$ cat src/hw/rtl/ecvt_pkg.sv
// ----------------------------------------------------------------------------
// ecvt_pkg: shared types and constants for the elliptic cone view test
// Field widths, register indexes, verdict codes, pipeline stage map and the
// configuration bundle handed from the register file to the datapath.
// ----------------------------------------------------------------------------
package ecvt_pkg;

  // Coordinate width default (ports follow the top-level parameter)
  localparam int COORD_BITS_DEF = 24;

  // Axis vectors: three signed Q1.14 lanes packed x low to z high
  localparam int AXIS_W    = 48;
  localparam int LANE_W    = 16;
  localparam int AXIS_FRAC = 14;
  localparam logic [LANE_W-1:0] AXIS_ONE = LANE_W'(1 << AXIS_FRAC);

  // Range (unsigned, in coordinate units) and squared tangents (unsigned Q8.16)
  localparam int RANGE_W  = 23;
  localparam int TAN_W    = 24;
  localparam int TAN_FRAC = 16;
  localparam logic [TAN_W-1:0] TAN_ONE = TAN_W'(1 << TAN_FRAC);

  // Derived configuration words
  localparam int R2_W   = 2 * RANGE_W;
  localparam int THTV_W = 2 * TAN_W;

  // Register reset values
  localparam logic [AXIS_W-1:0] FORWARD_RST = {{(2*LANE_W){1'b0}}, AXIS_ONE};
  localparam logic [AXIS_W-1:0] UP_RST      = {{LANE_W{1'b0}}, AXIS_ONE, {LANE_W{1'b0}}};
  localparam logic [AXIS_W-1:0] RIGHT_RST   = {AXIS_ONE, {(2*LANE_W){1'b0}}};

  // Register indexes on the write port
  localparam int CFG_IDX_W = 3;
  localparam logic [CFG_IDX_W-1:0] REG_FORWARD = 3'd0;
  localparam logic [CFG_IDX_W-1:0] REG_UP      = 3'd1;
  localparam logic [CFG_IDX_W-1:0] REG_RIGHT   = 3'd2;
  localparam logic [CFG_IDX_W-1:0] REG_RANGE   = 3'd3;
  localparam logic [CFG_IDX_W-1:0] REG_TAN_H   = 3'd4;
  localparam logic [CFG_IDX_W-1:0] REG_TAN_V   = 3'd5;
  localparam logic [CFG_IDX_W-1:0] REG_FULL    = 3'd6;

  // Multiplier slicing: piece width in bits, register stages per unit
  localparam int PIECE_W = 32;
  localparam int MUL_STG = 3;

  // Pipeline stage map
  localparam int ST_DIFF     = 0;
  localparam int ST_PROD     = 1;
  localparam int ST_SUM      = 2;
  localparam int ST_MAG      = 3;
  localparam int ST_SQ       = 4;
  localparam int ST_PR       = ST_SQ + MUL_STG;
  localparam int ST_OUT      = ST_PR + MUL_STG;
  localparam int PIPE_STAGES = ST_OUT + 1;

  typedef enum logic [2:0] {
    VERDICT_INSIDE  = 3'd0,
    VERDICT_INVALID = 3'd1,
    VERDICT_RANGE   = 3'd2,
    VERDICT_BEHIND  = 3'd3,
    VERDICT_CONE    = 3'd4
  } verdict_t;

  // Configuration bundle, raw registers plus precomputed terms
  typedef struct packed {
    logic [AXIS_W-1:0]  fwd;
    logic [AXIS_W-1:0]  up;
    logic [AXIS_W-1:0]  rgt;
    logic [RANGE_W-1:0] max_range;
    logic [TAN_W-1:0]   th;
    logic [TAN_W-1:0]   tv;
    logic               full;
    logic [R2_W-1:0]    r2;
    logic [THTV_W-1:0]  thtv;
    logic               bad;
  } cfg_t;

  // Early decisions carried down the multiplier chain
  typedef struct packed {
    logic oor;
    logic behind;
  } flag_t;

  // One signed lane of a packed axis vector
  function automatic logic signed [LANE_W-1:0] axis_lane(input logic [AXIS_W-1:0] vec,
                                                         input int k);
    return vec[k*LANE_W +: LANE_W];
  endfunction

endpackage

$ cat src/hw/rtl/ecvt_cfg.sv
// ----------------------------------------------------------------------------
// ecvt_cfg: configuration register file
// Holds the seven sensor registers and keeps r^2, th*tv and the invalid
// settings flag precomputed, each updated in the cycle after the raw registers.
// ----------------------------------------------------------------------------
module ecvt_cfg
  import ecvt_pkg::*;
(
  input  logic                 clk,
  input  logic                 rst_n,
  input  logic                 cfg_we,
  input  logic [CFG_IDX_W-1:0] cfg_idx,
  input  logic [AXIS_W-1:0]    cfg_wdata,
  output cfg_t                 cfg
);

  logic [AXIS_W-1:0]  fwd_r, fwd_nxt;
  logic [AXIS_W-1:0]  up_r, up_nxt;
  logic [AXIS_W-1:0]  rgt_r, rgt_nxt;
  logic [RANGE_W-1:0] range_r, range_nxt;
  logic [TAN_W-1:0]   th_r, th_nxt;
  logic [TAN_W-1:0]   tv_r, tv_nxt;
  logic               full_r, full_nxt;
  logic [R2_W-1:0]    r2_r, r2_nxt;
  logic [THTV_W-1:0]  thtv_r, thtv_nxt;
  logic               bad_r, bad_nxt;

  // Register writes
  always_comb begin
    fwd_nxt   = fwd_r;
    up_nxt    = up_r;
    rgt_nxt   = rgt_r;
    range_nxt = range_r;
    th_nxt    = th_r;
    tv_nxt    = tv_r;
    full_nxt  = full_r;
    if (cfg_we) begin
      case (cfg_idx)
        REG_FORWARD: fwd_nxt   = cfg_wdata;
        REG_UP:      up_nxt    = cfg_wdata;
        REG_RIGHT:   rgt_nxt   = cfg_wdata;
        REG_RANGE:   range_nxt = cfg_wdata[RANGE_W-1:0];
        REG_TAN_H:   th_nxt    = cfg_wdata[TAN_W-1:0];
        REG_TAN_V:   tv_nxt    = cfg_wdata[TAN_W-1:0];
        REG_FULL:    full_nxt  = cfg_wdata[0];
        default: begin
          // no register at this index
        end
      endcase
    end
  end

  // Precomputed terms, updated in the cycle after the raw registers
  always_comb begin
    r2_nxt   = R2_W'(range_r) * R2_W'(range_r);
    thtv_nxt = THTV_W'(th_r) * THTV_W'(tv_r);
    bad_nxt  = (range_r == '0) || (!full_r && ((th_r == '0) || (tv_r == '0)));
  end

  always_ff @(posedge clk) begin
    if (!rst_n) begin
      fwd_r   <= FORWARD_RST;
      up_r    <= UP_RST;
      rgt_r   <= RIGHT_RST;
      range_r <= '0;
      th_r    <= TAN_ONE;
      tv_r    <= TAN_ONE;
      full_r  <= 1'b0;
      r2_r    <= '0;
      thtv_r  <= THTV_W'(TAN_ONE) * THTV_W'(TAN_ONE);
      bad_r   <= 1'b1;
    end else begin
      fwd_r   <= fwd_nxt;
      up_r    <= up_nxt;
      rgt_r   <= rgt_nxt;
      range_r <= range_nxt;
      th_r    <= th_nxt;
      tv_r    <= tv_nxt;
      full_r  <= full_nxt;
      r2_r    <= r2_nxt;
      thtv_r  <= thtv_nxt;
      bad_r   <= bad_nxt;
    end
  end

  assign cfg.fwd       = fwd_r;
  assign cfg.up        = up_r;
  assign cfg.rgt       = rgt_r;
  assign cfg.max_range = range_r;
  assign cfg.th        = th_r;
  assign cfg.tv        = tv_r;
  assign cfg.full      = full_r;
  assign cfg.r2        = r2_r;
  assign cfg.thtv      = thtv_r;
  assign cfg.bad       = bad_r;

endmodule

$ cat config.mk
export PLATFORM = sky130hd
export DESIGN_NAME = ecvt_cfg
export DESIGN_NICKNAME = d
export VERILOG_FILES = /design/src/hw/rtl/ecvt_pkg.sv /design/src/hw/rtl/ecvt_cfg.sv
export SDC_FILE = /design/constraint.sdc
export NUM_CORES = 2
export LEC_CHECK = 0
export ABC_AREA = 1
export BUFFER_PORTS_ARGS = -buffer_cell sky130_fd_sc_hd__buf_2
export CORE_UTILIZATION = 40
export CTS_CLUSTER_DIAMETER = 120
export DETAILED_ROUTE_END_ITERATION = 8
export SYNTH_ARGS = -nofsm -noshare
export SYNTH_HDL_FRONTEND = slang
export SYNTH_SLANG_ARGS = --single-unit
$ cat constraint.sdc
create_clock -name clk -period 8.3 [get_ports clk]
set_clock_uncertainty 0.05 [all_clocks]
set_input_delay 0.83 -clock clk [delete_from_list [all_inputs] [get_ports clk]]
set_output_delay 0.83 -clock clk [all_outputs]
set_load 0.02 [all_outputs]
==> impl_metrics.toml <==
[clock_tree]
cts_buffers = 40
cts_resized = 0
clkLatencyLatePin_ps = 640
clk_pin_slew_ps = 60
cts-root-buf = "clkbuf_16"
cts.path.max_buffers = 3
cts-htree-levels = 2
cts_tree = "done"
postCtsSetupBuffers = 0
hold_buffers = 0
clock_sinks = 310

[setup_path]
crit_end = "r2_r[43]"
reg2reg_depth = 25
endpoint_kind = "flip-flop"
startpoint = "range_r[6]"
rr_startpoint = "range_r[6]"
start_kind = "flip-flop"
arrival_ps = 7340
cp.required_ps = 8770
crit_type = "flip-flop to flip-flop"
timing.rr.end = "r2_r[43]"
r2r_setup_slack_ps = 1430
worstPathMaxFanout = 18

[timing]
setup_slack_ps = 1430
setup_viol = 0
rsz0062_at_grt = "false"
fmax_mhz = 146
drv_slew = 0
min_period_ps = 6870
slew_headroom = 0.167
holdWs_ps = 403
hold_violations = 0
tns_ps = 0
worst-slew-pin-transition_ps = 1250
period_share = 0.828

[synth]
ys_ff_latch = 310
ys_seq_area_frac = 0.133
netlist.top_cell.by_area = "fa_1"
synthMuxAreaShare = 0
synth_top_family_by_area = "adder cells"
synth.distinct_cells = 37
synthTopCellsByArea = "fa_1 37%, inv_1 14%, dfxtp_1 13%"
synth_xor_area_frac = 0.00355
synth_top_area_share = 0.371
async_flop_share = 0
yosys_warnings = 0
synth_area_per_cell_um2 = 7.55
syn_inst = 6205
syn-num-nets = 7475
synth_fa_ha_area_frac = 0.464
synth_flop_cell = "dfxtp_1"
synthSimpleGateAreaFrac = 0.182
synth-edff-count = 0
synth.most_common_cell = "inv_1"
synth-compound-area-share = 0.0509
synth_area_um2 = 46800
synth_commonest_cells = "1786 x inv_1, 1425 x nand2_1, 867 x fa_1"

[floorplanning]
die_area_um2 = 118000
io_pins = 365
dieWidth_um = 344
core_um2 = 116000
row_count = 125
die_y_um = 344
start_util = 0.404

[cells_and_area]
syn_to_final_growth_pct = 10.1
fin_area_um2 = 51600
final_core_util = 0.444
stdcell_count = 7979
drive_gt1_frac = 0.0968
nets = 7693

[placement]
place.gp.congestion = 0.931
placed_area_um2 = 50100
dpl.hpwl_um = 119000
dpl.cell_count = 7905
post-place-ws_ps = 1350
numPortBuffers = 363

[drt]
wl_met2_um = 67600
ant_nets = 0
routed_wl_um = 146000
drc = 0
dr.pass1.iters = 6
wl_met3_um = 10600
wl_per_cell_um = 18.2
met1_length_um = 62100
routed_via_density = 4.79
highest_layer = "met5"
num_vias = 38200
drt_iter0_drc = 2640

[job]
maxCapViolCount = 0

[global_routing]
grt_pass1_vias = 40000
grt_pass1_wl_um = 229000
grtUsageTotal = 0.253
grt-ovfl-total = 0
antenna_found_initial = 9
grt_start_max_net_pins = 164

[power]
p_total_mw = 4.31
power.leakage_nw = 31.4
power_density_nw_per_um2 = 83.5
peakVddDrop_mv = 0.137

[outcome]
status = "finished, final reports clean"

[worst_hold_path]
hp-class = "flip-flop to flip-flop"
==> power breakdown <==
group          internal [mW]  total [mW]  switching [mW]
registers               1.55        1.63          0.0876
logic                  0.245       0.785           0.540
clock network           1.09        1.89           0.795
total                   2.88        4.31            1.42
==> layout make-up <==
cell class	count	area, um2
fillers	11900	64500
multi-input cells	3828	32800
inverters	1793	6730
flip-flops and latches	310	6210
repair buffers	450	2480
well taps	1524	1910
clock buffers	53	1150
clock inverters	20	277
diodes	1	2.50
==> cell usage in the layout, fill, tap and decap left out, drive strengths merged, types with 54 or more instances in the layout <==
cell,instances
dfxtp,310
o21ai,259
nand3,102
clkbuf,54
buf,449
fa,867
nand2,1461
a21oi,189
ha,349
inv,1798
nor2,515
==> registers in the layout, indices dropped and copies added, names as in the netlist <==
register,cells
fwd_r,48
rgt_r,48
thtv_r,48
up_r,48
r2_r,45
th_r,24
tv_r,24
range_r,23
bad_r,1
full_r,1
==> critical path, cell delays in order (launching register included) <==
cell     delay [ps]
dfxtp_1         950
buf_4           330
nand2_1         120
fa_1            530
inv_1            50
fa_1            490
inv_1            50
fa_1            460
fa_1            530
inv_1            60
fa_1            500
fa_1            490
inv_1            50
fa_1            480
inv_1            40
ha_1            370
nand2_1         140
nor2_1          330
nand2_1         120
nor2_1          130
nand2_1          70
nand3_2         140
nand2_2          70
nand3_1          70
nand2_1          50
nor2_1          150
==> metal layers <==
metal  vias up  global-route usage
li1      18100                   -
met1     18700               0.336
met2      1206               0.416
met3       243              0.0453
met4         4              0.0840
met5         -                   0
==> how the worst min path moves through the flow <==
stage	start	to	slack (ps)	cells past startpoint
6_report	rgt_r[46]	rgt_r[46]	400	2
5_1_grt	cfg_wdata[46]	rgt_r[46]	400	3
4_1_cts	cfg_wdata[28]	fwd_r[28]	380	3
3_5_place_dp	up_r[30]	up_r[30]	390	2
3_3_place_gp	rgt_r[46]	rgt_r[46]	390	2
2_1_floorplan	full_r	bad_r	410	3
==> kinds of logic after synthesis <==
group | Yosys count
adder cells (fa/ha/maj) | 1216
flip-flops | 310
AO/OA/AOI/OAI | 467
buffers and inverters | 2067
XOR/XNOR | 19
other | 1
AND/OR/NAND/NOR | 2125
Power figures use the tool's default switching activity.
